--- config.mk ---
export PLATFORM = sky130hd
export DESIGN_NAME = tcp_retransmit_timer_table
export DESIGN_NICKNAME = d
export VERILOG_FILES = /design/src/rtl/trtt_pkg.sv /design/src/rtl/trtt_ram.sv /design/src/rtl/trtt_alu.sv /design/src/rtl/tcp_retransmit_timer_table.sv
export VERILOG_INCLUDE_DIRS = /design/src /design/src/rtl
export SDC_FILE = /design/constraint.sdc
export NUM_CORES = 2
export LEC_CHECK = 0
export BUFFER_PORTS_ARGS = -buffer_cell sky130_fd_sc_hd__buf_2
export CORE_MARGIN = 5
export CORE_UTILIZATION = 50
export DETAILED_ROUTE_END_ITERATION = 6
export PLACE_DENSITY = 0.63
export SYNTH_ARGS = -nofsm -noshare
export SYNTH_HDL_FRONTEND = slang
export SYNTH_SLANG_ARGS = --single-unit
--- constraint.sdc ---
create_clock -name clk -period 14.55 [get_ports clk]
set_input_delay 1.455 -clock clk [delete_from_list [all_inputs] [get_ports clk]]
set_output_delay 1.455 -clock clk [all_outputs]
set_load 0.005 [all_outputs]
--- src/rtl/tcp_retransmit_timer_table_assert.svh ---
// ----------------------------------------------------------------------------
// Retransmit timer table assertion macros
// Shared concurrent assertion forms, clocked on clk and held off during rst.
// ----------------------------------------------------------------------------
`ifndef TCP_RETRANSMIT_TIMER_TABLE_ASSERT_SVH
`define TCP_RETRANSMIT_TIMER_TABLE_ASSERT_SVH

// same-cycle implication
`define TRTT_ASSERT_NOW(lbl, ante, cons, msg) \
  lbl: assert property (@(posedge clk) disable iff (rst) (ante) |-> (cons)) \
    else $error(msg);

// next-cycle implication
`define TRTT_ASSERT_NEXT(lbl, ante, cons, msg) \
  lbl: assert property (@(posedge clk) disable iff (rst) (ante) |=> (cons)) \
    else $error(msg);

`endif

--- src/rtl/trtt_pkg.sv ---
// ----------------------------------------------------------------------------
// Retransmit timer table package
// Field widths, action and status codes, ALU op, transfer and entry types.
// ----------------------------------------------------------------------------
package trtt_pkg;

  localparam int TIME_BITS = 48;
  localparam int ID_BITS   = 16;
  localparam int SEQ_BITS  = 32;
  localparam int DLY_BITS  = 32;

  localparam logic [1:0] ACT_PUSH   = 2'd0;
  localparam logic [1:0] ACT_INSERT = 2'd1;
  localparam logic [1:0] ACT_CANCEL = 2'd2;
  localparam logic [1:0] ACT_CHECK  = 2'd3;

  localparam logic [2:0] ST_SET_OK     = 3'd0;
  localparam logic [2:0] ST_FULL       = 3'd1;
  localparam logic [2:0] ST_CANCELLED  = 3'd2;
  localparam logic [2:0] ST_NOT_FOUND  = 3'd3;
  localparam logic [2:0] ST_EXPIRED    = 3'd4;
  localparam logic [2:0] ST_CHECK_DONE = 3'd5;

  typedef enum logic [2:0] {
    ALU_ADD_SAT,
    ALU_SUB,
    ALU_GT,
    ALU_EQ,
    ALU_LE
  } alu_op_t;

  typedef struct packed {
    logic [1:0]           action;
    logic [TIME_BITS-1:0] now_time;
    logic [DLY_BITS-1:0]  delay_ticks;
    logic [SEQ_BITS-1:0]  seq_num;
    logic                 fin_flag;
    logic [ID_BITS-1:0]   timer_id;
    logic                 measure_rtt;
  } item_t;

  typedef struct packed {
    logic [2:0]           status;
    logic [ID_BITS-1:0]   out_id;
    logic [SEQ_BITS-1:0]  out_seq;
    logic [TIME_BITS-1:0] rtt_sample;
    logic                 rtt_valid;
    logic                 fin_acked;
    logic                 any_expired;
    logic                 last;
  } result_t;

  typedef struct packed {
    logic [ID_BITS-1:0]   id;
    logic [SEQ_BITS-1:0]  seq;
    logic                 fin;
    logic [TIME_BITS-1:0] created;
    logic [TIME_BITS-1:0] deadline;
  } entry_t;

  localparam int ENTRY_BITS = $bits(entry_t);

endpackage

--- src/rtl/trtt_ram.sv ---
// ----------------------------------------------------------------------------
// Generic RAM
// One write port, one read port with registered read data.
// ----------------------------------------------------------------------------
module trtt_ram #(
  parameter int WIDTH = 8,
  parameter int DEPTH = 16
) (
  input  logic                           clk,
  input  logic                           we,
  input  logic [$clog2(DEPTH)-1:0]       waddr,
  input  logic [WIDTH-1:0]               wdata,
  input  logic [$clog2(DEPTH)-1:0]       raddr,
  output logic [WIDTH-1:0]               rdata
);

  logic [WIDTH-1:0] mem [DEPTH];

  always_ff @(posedge clk) begin
    if (we) begin
      mem[waddr] <= wdata;
    end
    rdata <= mem[raddr];
  end

endmodule

--- src/rtl/trtt_alu.sv ---
// ----------------------------------------------------------------------------
// Retransmit timer table shared unit
// Saturating deadline add, RTT subtract and the scan compares.
// ----------------------------------------------------------------------------
module trtt_alu (
  input  trtt_pkg::alu_op_t                op,
  input  logic [trtt_pkg::TIME_BITS-1:0]   a,
  input  logic [trtt_pkg::TIME_BITS-1:0]   b,
  output logic [trtt_pkg::TIME_BITS-1:0]   value,
  output logic                             flag
);
  import trtt_pkg::*;

  logic [TIME_BITS:0] sum;

  assign sum = {1'b0, a} + {1'b0, b};

  always_comb begin
    value = '0;
    flag  = 1'b0;
    case (op)
      ALU_ADD_SAT: value = sum[TIME_BITS] ? '1 : sum[TIME_BITS-1:0];
      ALU_SUB:     value = a - b;
      ALU_GT:      flag  = (a > b);
      ALU_EQ:      flag  = (a == b);
      ALU_LE:      flag  = (a <= b);
      default:     value = '0;
    endcase
  end

endmodule

--- src/rtl/tcp_retransmit_timer_table.sv ---
// ----------------------------------------------------------------------------
// Retransmit timer table
// Ordered table of TCP retransmission timers with push, insert by
// sequence, cancel by id and expiry check, run by a small sequencer.
// ----------------------------------------------------------------------------
//  channel   signals                    transfer
//  command   start, busy, item          start high while busy low
//  result    result_valid, result       every cycle result_valid is high
//
//  Each table entry scanned takes a RAM read and a shared compare, and each
//  entry moved on an insert or removal takes a RAM read and a RAM write.
//  A check pays a removal per expired entry, up to DEPTH removals on a full
//  table.
//  Reset is synchronous and empties the table; the id counter restarts at 1.
//  Results cannot be stalled.
// ----------------------------------------------------------------------------
`include "tcp_retransmit_timer_table_assert.svh"

module tcp_retransmit_timer_table #(
  parameter int DEPTH = 16
) (
  input  logic              clk,
  input  logic              rst,
  input  logic              start,
  input  trtt_pkg::item_t   item,
  output logic              busy,
  output logic              result_valid,
  output trtt_pkg::result_t result
);
  import trtt_pkg::*;

  localparam int AW = $clog2(DEPTH);
  localparam int CW = $clog2(DEPTH + 1);
  localparam logic [CW-1:0] FULL = CW'(DEPTH);

  typedef enum logic [3:0] {
    S_IDLE, S_DL, S_SCAN_RD, S_SCAN_CMP, S_DN_RD, S_DN_WR, S_WRITE,
    S_RTT, S_UP_RD, S_UP_WR, S_CHK, S_CHK_CMP
  } state_t;

  state_t               state;
  item_t                req;
  logic [CW-1:0]        count;
  logic [ID_BITS-1:0]   next_id;
  logic [CW-1:0]        idx;
  logic [CW-1:0]        pos;
  logic [TIME_BITS-1:0] deadline;
  entry_t               hold;
  logic                 any;

  logic                 we;
  logic [AW-1:0]        waddr;
  logic [AW-1:0]        raddr;
  entry_t               wdata;
  logic [ENTRY_BITS-1:0] rdata;
  entry_t               rd;
  logic [CW-1:0]        idx_m1;
  logic [CW-1:0]        idx_p1;

  alu_op_t              alu_op;
  logic [TIME_BITS-1:0] alu_a;
  logic [TIME_BITS-1:0] alu_b;
  logic [TIME_BITS-1:0] alu_val;
  logic                 alu_flag;

  function automatic result_t mk_result(logic [2:0] status, logic [ID_BITS-1:0] id,
                                        logic [SEQ_BITS-1:0] seq,
                                        logic [TIME_BITS-1:0] rtt, logic rv,
                                        logic fin, logic any_exp, logic fin_item);
    mk_result = '{status, id, seq, rtt, rv, fin, any_exp, fin_item};
  endfunction

  assign rd     = entry_t'(rdata);
  assign idx_m1 = idx - 1'b1;
  assign idx_p1 = idx + 1'b1;
  assign busy   = (state != S_IDLE);

  trtt_ram #(.WIDTH(ENTRY_BITS), .DEPTH(DEPTH)) u_ram (
    .clk   (clk),
    .we    (we),
    .waddr (waddr),
    .wdata (wdata),
    .raddr (raddr),
    .rdata (rdata)
  );

  trtt_alu u_alu (
    .op    (alu_op),
    .a     (alu_a),
    .b     (alu_b),
    .value (alu_val),
    .flag  (alu_flag)
  );

  always_comb begin
    alu_op = ALU_ADD_SAT;
    alu_a  = req.now_time;
    alu_b  = TIME_BITS'(req.delay_ticks);
    case (state)
      S_SCAN_CMP: begin
        if (req.action == ACT_INSERT) begin
          alu_op = ALU_GT;
          alu_a  = TIME_BITS'(rd.seq);
          alu_b  = TIME_BITS'(req.seq_num);
        end else begin
          alu_op = ALU_EQ;
          alu_a  = TIME_BITS'(rd.id);
          alu_b  = TIME_BITS'(req.timer_id);
        end
      end
      S_RTT: begin
        alu_op = ALU_SUB;
        alu_a  = req.now_time;
        alu_b  = hold.created;
      end
      S_CHK_CMP: begin
        alu_op = ALU_LE;
        alu_a  = rd.deadline;
        alu_b  = req.now_time;
      end
      default: alu_op = ALU_ADD_SAT;
    endcase
  end

  always_comb begin
    we    = 1'b0;
    waddr = idx[AW-1:0];
    wdata = rd;
    raddr = idx[AW-1:0];
    case (state)
      S_DN_RD: raddr = idx_m1[AW-1:0];
      S_UP_RD: raddr = idx_p1[AW-1:0];
      S_CHK:   raddr = '0;
      S_DN_WR: we = 1'b1;
      S_UP_WR: we = 1'b1;
      S_WRITE: begin
        we    = 1'b1;
        waddr = pos[AW-1:0];
        wdata = '{id: next_id, seq: req.seq_num, fin: req.fin_flag,
                  created: req.now_time, deadline: deadline};
      end
      default: we = 1'b0;
    endcase
  end

  always_ff @(posedge clk) begin
    if (rst) begin
      state        <= S_IDLE;
      count        <= '0;
      next_id      <= ID_BITS'(1);
      result_valid <= 1'b0;
    end else begin
      result_valid <= 1'b0;
      case (state)
        S_IDLE: begin
          if (start) begin
            req <= item;
            idx <= '0;
            any <= 1'b0;
            if (item.action == ACT_CANCEL) begin
              state <= S_SCAN_RD;
            end else if (item.action == ACT_CHECK) begin
              state <= S_CHK;
            end else begin
              state <= S_DL;
            end
          end
        end
        S_DL: begin
          deadline <= alu_val;
          if (count == FULL) begin
            result_valid <= 1'b1;
            result       <= mk_result(ST_FULL, '0, '0, '0, 1'b0, 1'b0, 1'b0, 1'b1);
            state        <= S_IDLE;
          end else if (req.action == ACT_PUSH) begin
            pos   <= count;
            state <= S_WRITE;
          end else begin
            state <= S_SCAN_RD;
          end
        end
        S_SCAN_RD: begin
          if (idx == count) begin
            if (req.action == ACT_INSERT) begin
              pos   <= count;
              state <= S_WRITE;
            end else begin
              result_valid <= 1'b1;
              result       <= mk_result(ST_NOT_FOUND, req.timer_id, '0, '0,
                                        1'b0, 1'b0, 1'b0, 1'b1);
              state        <= S_IDLE;
            end
          end else begin
            state <= S_SCAN_CMP;
          end
        end
        S_SCAN_CMP: begin
          if (alu_flag) begin
            pos <= idx;
            if (req.action == ACT_INSERT) begin
              idx   <= count;
              state <= S_DN_RD;
            end else begin
              hold  <= rd;
              state <= S_RTT;
            end
          end else begin
            idx   <= idx_p1;
            state <= S_SCAN_RD;
          end
        end
        S_DN_RD: state <= (idx == pos) ? S_WRITE : S_DN_WR;
        S_DN_WR: begin
          idx   <= idx_m1;
          state <= S_DN_RD;
        end
        S_WRITE: begin
          count        <= count + 1'b1;
          next_id      <= next_id + 1'b1;
          result_valid <= 1'b1;
          result       <= mk_result(ST_SET_OK, next_id, '0, '0, 1'b0, 1'b0, 1'b0, 1'b1);
          state        <= S_IDLE;
        end
        S_RTT: begin
          result_valid <= 1'b1;
          result       <= mk_result(ST_CANCELLED, hold.id, hold.seq,
                                    req.measure_rtt ? alu_val : '0, req.measure_rtt,
                                    hold.fin, 1'b0, 1'b1);
          idx          <= pos;
          state        <= S_UP_RD;
        end
        S_UP_RD: begin
          if (idx_p1 >= count) begin
            count <= count - 1'b1;
            state <= (req.action == ACT_CHECK) ? S_CHK : S_IDLE;
          end else begin
            state <= S_UP_WR;
          end
        end
        S_UP_WR: begin
          idx   <= idx_p1;
          state <= S_UP_RD;
        end
        S_CHK: begin
          if (count == '0) begin
            result_valid <= 1'b1;
            result       <= mk_result(ST_CHECK_DONE, '0, '0, '0, 1'b0, 1'b0, any, 1'b1);
            state        <= S_IDLE;
          end else begin
            state <= S_CHK_CMP;
          end
        end
        S_CHK_CMP: begin
          result_valid <= 1'b1;
          if (alu_flag) begin
            result <= mk_result(ST_EXPIRED, rd.id, rd.seq, '0, 1'b0, 1'b0, 1'b0, 1'b0);
            any    <= 1'b1;
            idx    <= '0;
            state  <= S_UP_RD;
          end else begin
            result <= mk_result(ST_CHECK_DONE, '0, '0, '0, 1'b0, 1'b0, any, 1'b1);
            state  <= S_IDLE;
          end
        end
        default: state <= S_IDLE;
      endcase
    end
  end

  `TRTT_ASSERT_NOW(a_count_bound, 1'b1, count <= FULL, "entry count above depth")
  `TRTT_ASSERT_NOW(a_full_status, result_valid && result.status == ST_FULL,
    count == FULL, "full reported with free slots")
  `TRTT_ASSERT_NEXT(a_start_busy, start && !busy, busy, "accepted command not busy")
  `TRTT_ASSERT_NOW(a_result_busy, result_valid, $past(busy),
    "result without a command in progress")

endmodule

=== Word-level counts from Yosys, hierarchy flattened ===
Memories as Yosys holds them, arrays and structs flattened. A register that Yosys moved wholly into a read port is not among the register bits.
Index checks and enable logic that the tools add are counted.

* Bitwise logic cells: 2
* Muxes and demuxes: 57
* Order comparisons: 3
* Reductions and logical operators: 21
* Equality and inequality tests: 35
* Add/subtract/negate cells: 7

{| class="wikitable"
|+ Operator list
! kind !! number
|-
| $pmux W103 S6 || 1
|-
| $mux W103 || 4
|-
| $pmux W48 S2 || 2
|-
| $mux W145 || 1
|-
| $pmux W48 S3 || 1
|-
| $mux W101 || 1
|-
| $mux W48 || 2
|-
| $mux W32 || 2
|-
| $add A48 B48 Y49 || 1
|-
| $eq A48 B48 Y1 || 1
|-
| $gt A48 B48 Y1 || 1
|-
| $le A48 B48 Y1 || 1
|-
| $sub A48 B48 Y48 || 1
|-
| $mux W5 || 9
|-
| $mux W4 || 10
|-
| $pmux W4 S10 || 1
|-
| $pmux W5 S6 || 1
|-
| $ne A2 B2 Y1 const B || 11
|-
| $add A16 B1 Y16 const B || 1
|-
| $eq A4 B3 Y1 const B || 4
|-
| $eq A4 B4 Y1 const B || 4
|-
| $pmux W5 S3 || 1
|-
| $pmux W4 S3 || 1
|-
| $reduce_bool A6 Y1 || 2
|-
| 37 further kinds || 61
|}

* Bits of input ports: 135
* Register bits: 417
* Word-level logic and storage cells: 153
* Memories: 1
* RAM bits: 2320

{| class="wikitable"
|+ Memory list
! memory !! depth !! width !! read ports !! clocked after Yosys merged registers in !! write ports !! line !! source
|-
| u_ram.mem || 16 || 145 || 1 || 1 || 1 || trtt_ram.sv:17 || <nowiki>logic [WIDTH-1:0] mem [DEPTH];</nowiki>
|}

=== Logic depth before layout (Yosys ltp) ===
* Depth after elaboration: 8
* Depth in mapped cells: 25

=== Cells and area by module ===
A second synthesis with hierarchy kept.

* Cell total of the unflattened synthesis: 6448
* Area total of the unflattened synthesis: 115278.1 um^2

{| class="wikitable"
|+ By module, submodules not included
! module !! times used !! seq. area each (um^2) !! cells each !! area an instance (um^2)
|-
| trtt_ram || 1 || 72569.6 || 3786 || 89950.0
|-
| tcp_retransmit_timer_table || 1 || 12261.8 || 1615 || 18551.5
|-
| trtt_alu || 1 || 0.0 || 1047 || 6776.5
|}

=== Worst setup path before layout ===
Ideal clock, no wire load.

* Kind: input to register
* From: input rst
* To: register any (enable)
* Setup time: 0.342 ns
* Slack: 2.294 ns
* Arrival: 11.914 ns
* Stages: 2
* Required time: 14.208 ns
* Cells stage by stage: nor3b_1 o21bai_1

* Word-level cells in the longest chain between the ends: 2

{| class="wikitable"
|+ Ends and longest elaborated chain
! item !! line !! source
|-
| start: declaration || tcp_retransmit_timer_table.sv:23 || <nowiki>input logic rst,</nowiki>
|-
| $not A1 Y1 (no line) || -- ||
|-
| $reduce_and A4 Y1 (no line) || -- ||
|-
| end signal: assignment || tcp_retransmit_timer_table.sv:159 || <nowiki>any <= 1'b0;</nowiki>
|-
| end signal: assignment || tcp_retransmit_timer_table.sv:257 || <nowiki>any <= 1'b1;</nowiki>
|-
| end: declaration || tcp_retransmit_timer_table.sv:49 || <nowiki>logic any;</nowiki>
|}

No other way between the ends.
A chain may end at the register's enable or synchronous reset.

=== Final worst setup path ===
* From: register state[1]
* To: register pos[3] (enable)

* Word-level cells in the longest chain between the ends: 6

{| class="wikitable"
|+ Ends and longest elaborated chain
! item !! line !! source
|-
| start: declaration || tcp_retransmit_timer_table.sv:41 || <nowiki>state_t state;</nowiki>
|-
| start signal: assignment || tcp_retransmit_timer_table.sv:212 || <nowiki>S_DN_RD: state <= (idx == pos) ? S_WRITE : S_DN_WR;</nowiki>
|-
| start signal: assignment || tcp_retransmit_timer_table.sv:235 || <nowiki>state <= (req.action == ACT_CHECK) ? S_CHK : S_IDLE;</nowiki>
|-
| $eq A4 B4 Y1, or another cell as far along || tcp_retransmit_timer_table.sv:99 || <nowiki>case (state)</nowiki>
|-
| $pmux W48 S3, or another cell as far along || tcp_retransmit_timer_table.sv:99 ||
|-
| $le A48 B48 Y1, or another cell as far along || trtt_alu.sv:26 || <nowiki>ALU_LE: flag = (a <= b);</nowiki>
|-
| $pmux W1 S3 || trtt_alu.sv:21 || <nowiki>case (op)</nowiki>
|-
| $ne A2 B2 Y1 (no line) || -- ||
|-
| $reduce_and A7 Y1 (no line) (*) || -- ||
|-
| end signal: assignment || tcp_retransmit_timer_table.sv:176 || <nowiki>pos <= count;</nowiki>
|-
| end signal: assignment || tcp_retransmit_timer_table.sv:185 || <nowiki>pos <= count;</nowiki>
|-
| end signal: assignment || tcp_retransmit_timer_table.sv:199 || <nowiki>pos <= idx;</nowiki>
|-
| end: declaration || tcp_retransmit_timer_table.sv:46 || <nowiki>logic [CW-1:0] pos;</nowiki>
|}

Mark *: on every way between the ends. The rest lies on a longest branch, timed or not.

==> flow_summary.ini <==
[floorplanning]
core-area_sq_um = 237000
row_count = 179
io_pins = 240
dieArea_sq_um = 248000
die_w_um = 498
die_y_um = 498
initial_core_util = 0.501

[layout]
n_fill_cell = 19101
drive_above_1_share = 0.0970
final_cell_mix = 2711 x edfxtp_1, 1818 x nand2_1, 740 x a211oi_1, 466 x a21oi_1, 442 x and2_0
area_delta_synth_final_pct = 11.9
layout_commonest_cell = edfxtp_1
fin_cells = 12472
final_nets = 9314
fin_util = 0.561

[global_routing]
grt-ovfl-total = 0
grt_start_max_net_pins = 225
grt_pass1_wl_mm = 523
grt_pass1_vias = 73759
grt_usage = 0.285
antenna_found_initial = 26

[logic_synthesis]
seq_area_frac_synth = 0.713
synth_cell_type_count = 86
synthCells = 9045
synth_flop_cell = edfxtp_1
synth_top_area_share = 0.684
synth.avg_cell_area_sq_um = 13.2
ys_top_cells_by_area = edfxtp_1 68%, nand2_1 5.7%, a211oi_1 4.7%
synth_warnings = 0
synth_top_area_cell = edfxtp_1
synthArstFlopShare = 0
synth_edf_count = 2711
syn_nets = 9290
synth_area_sq_um = 119000
ys_seq_elements = 2882

[power]
combPwrFrac = 0.239
peakVddDrop_uv = 152
p_leak_uw = 0.0438
netSwitchingFraction = 0.327
p_clk_frac = 0.310
p_per_area_nw_per_um2 = 188
p_int_uw = 16800
pwr-share-seq = 0.451
power_uw = 25000
p_switching_uw = 8180

[sta]
fmaxAchievable_ghz = 0.142
slew_violations = 0
finClkSkew_ns = 0.0839
worst_pin_slew_ns = 1.38
finalCriticalPeriod_ns = 7.04
setup_viol = 0
post-route-period-util = 0.484
timing.final.hold_violations = 0
rsz0062_at_grt = no
tns_ns = 0
slew_headroom = 0.0758

[clock_network]
clk_latency_ns = 0.98
cts_setup_buffers = 0
cts_buffer_depth = 4
htree_levels = 5
path_clk_slew_ns = 0.06
cts_tree = yes
root_buffer = clkbuf_16
clock_sinks = 2882
cts.repair.resized = 0
numCtsBuffers = 312
cts_hold_buffers = 0

[routing]
via_count = 77965
postRouteAntennaNets = 0
drt-wirelength-per-cell_um = 29.3
first_pass_iters = 7
drt_iter0_drc = 9099
routed_wl_mm = 365
drc = 2
drt-vias-per-instance = 6.25

[setup_path]
crit_type = reg -> reg
worst_ep_required_time_ns = 15.18
arrival_ns = 7.67
path_max_fanout = 68
critPathLaunchType = flip-flop
critPathCaptureType = flip-flop

[worst_hold_path]
min_path_type = reg -> reg

[job]
drv_cap = 0

[outcome]
violations = design-rule violations
status = finished, violations left

[placement]
dp_hpwl_mm = 211
placed_cells = 11922
routabilityCongestion = 0.952
io_buffer_count = 239
[metrics by stage]
stage / setup WS (ns) / hold slack [ns] / cell area, sq um
6_report: 7.51 / 0.424 / 133000
5_1_grt: 6.96 / 0.441 / 133000
4_1_cts: 7.56 / 0.425 / 133000
3_5_place_dp: 7.60 / 0.415 / 123000
3_3_place_gp: 7.75 / 0.410 / 123000
2_1_floorplan: 2.29 / 0.408 / 119000
[worst max-delay path, cell delays in order (launching register included)]
cell,delay (ns)
dfxtp_1,0.30
buf_4,0.27
clkinv_1,0.30
nor2_1,0.37
and2_1,0.22
nand2_1,0.14
inv_2,0.11
buf_4,0.64
a221oi_1,0.17
nand2_1,0.11
o21a_1,0.15
ha_1,0.34
inv_1,0.13
a21oi_1,0.27
o31ai_1,0.13
a2111oi_0,0.78
o211ai_2,0.38
a21oi_2,0.55
nor2b_1,0.25
a21oi_1,0.09
buf_4,0.20
a2111oi_0,0.50
buf_4,0.23
[routing by layer]
metal  up-vias  routed length, um  GRT usage  share of wire
met3       656              30800     0.0466          0.084
met4         6              18500      0.129          0.051
met1     39359             150000      0.406           0.41
li1      34361                  -          -              -
met2      3583             165000      0.436           0.45
met5         -                 38          0        0.00010
[worst paths after layout]
check,from,end,slack [ns],cells past startpoint
worst max register to register,state[1],pos[3],7.51,22
worst min-delay path,u_ram.rdata[77],hold[77],0.42,0
worst max-delay path,state[1],pos[3],7.51,22
worst min register to register,u_ram.rdata[77],hold[77],0.42,0
[power groups by stage]
stage	clock network (uW)	logic [uW]	registers (uW)
after CTS	7850	5900	11300
after global placement	0	5750	11400
after detailed placement	0	5870	11400
after global routing	8220	6550	11300
after floorplan	0	4170	10900
final	7740	5960	11300
[synth_stat cells, drive strengths merged, types with 15 or more instances]
cell type,n
a31oi,306
a21o,20
buf,49
o22ai,25
a221oi,61
o21ai,106
inv,114
o21a,45
nor2b,19
clkbuf,613
nand4,16
nor4,21
and2,614
a22oi,37
xor2,24
a222oi,16
nand2b,19
o31ai,23
a22o,49
nand2,1820
or2,15
ha,107
o211ai,35
edfxtp,2711
dfxtp,171
a21oi,471
a211oi,740
a311oi,294
xnor2,23
nor2,235
o21bai,19
mux2i,22
nand3,38
nor3,32
[sequential cells by signal, indices dropped and copies added (netlist names), 16 cells and up]
| signal | flops |
|---|---|
| u_ram.rdata | 145 |
| req | 132 |
| result | 103 |
| deadline | 48 |
| u_ram.mem | 2320 |
| hold | 97 |
| next_id | 16 |
[area by class of cell]
type,instances,area (sq um),share of cell area
sequential,2882,84800,0.637
multi-input combinational,5385,31500,0.237
clock buffer,407,8560,0.0643
tap,3167,3960,0.0297
timing repair buffer,372,2440,0.0184
clock inverter,137,1410,0.0106
inverter,116,435,0.00327
antenna,6,15.0,0.000113
[kinds of logic (layout without fill, tap and decap cells)]
kind of cell,after synthesis,in the layout,synth area share
other,0,6,0
flip-flops,2882,2882,0.713
buffers and inverters,778,1032,0.0248
multiplexers,24,24,0.00204
AO/OA/AOI/OAI,2345,2345,0.139
adder cells (fa/ha/maj),110,110,0.0118
AND/OR/NAND/NOR,2859,2859,0.107
XOR/XNOR,47,47,0.00346
(Power assumes the default switching activity.)
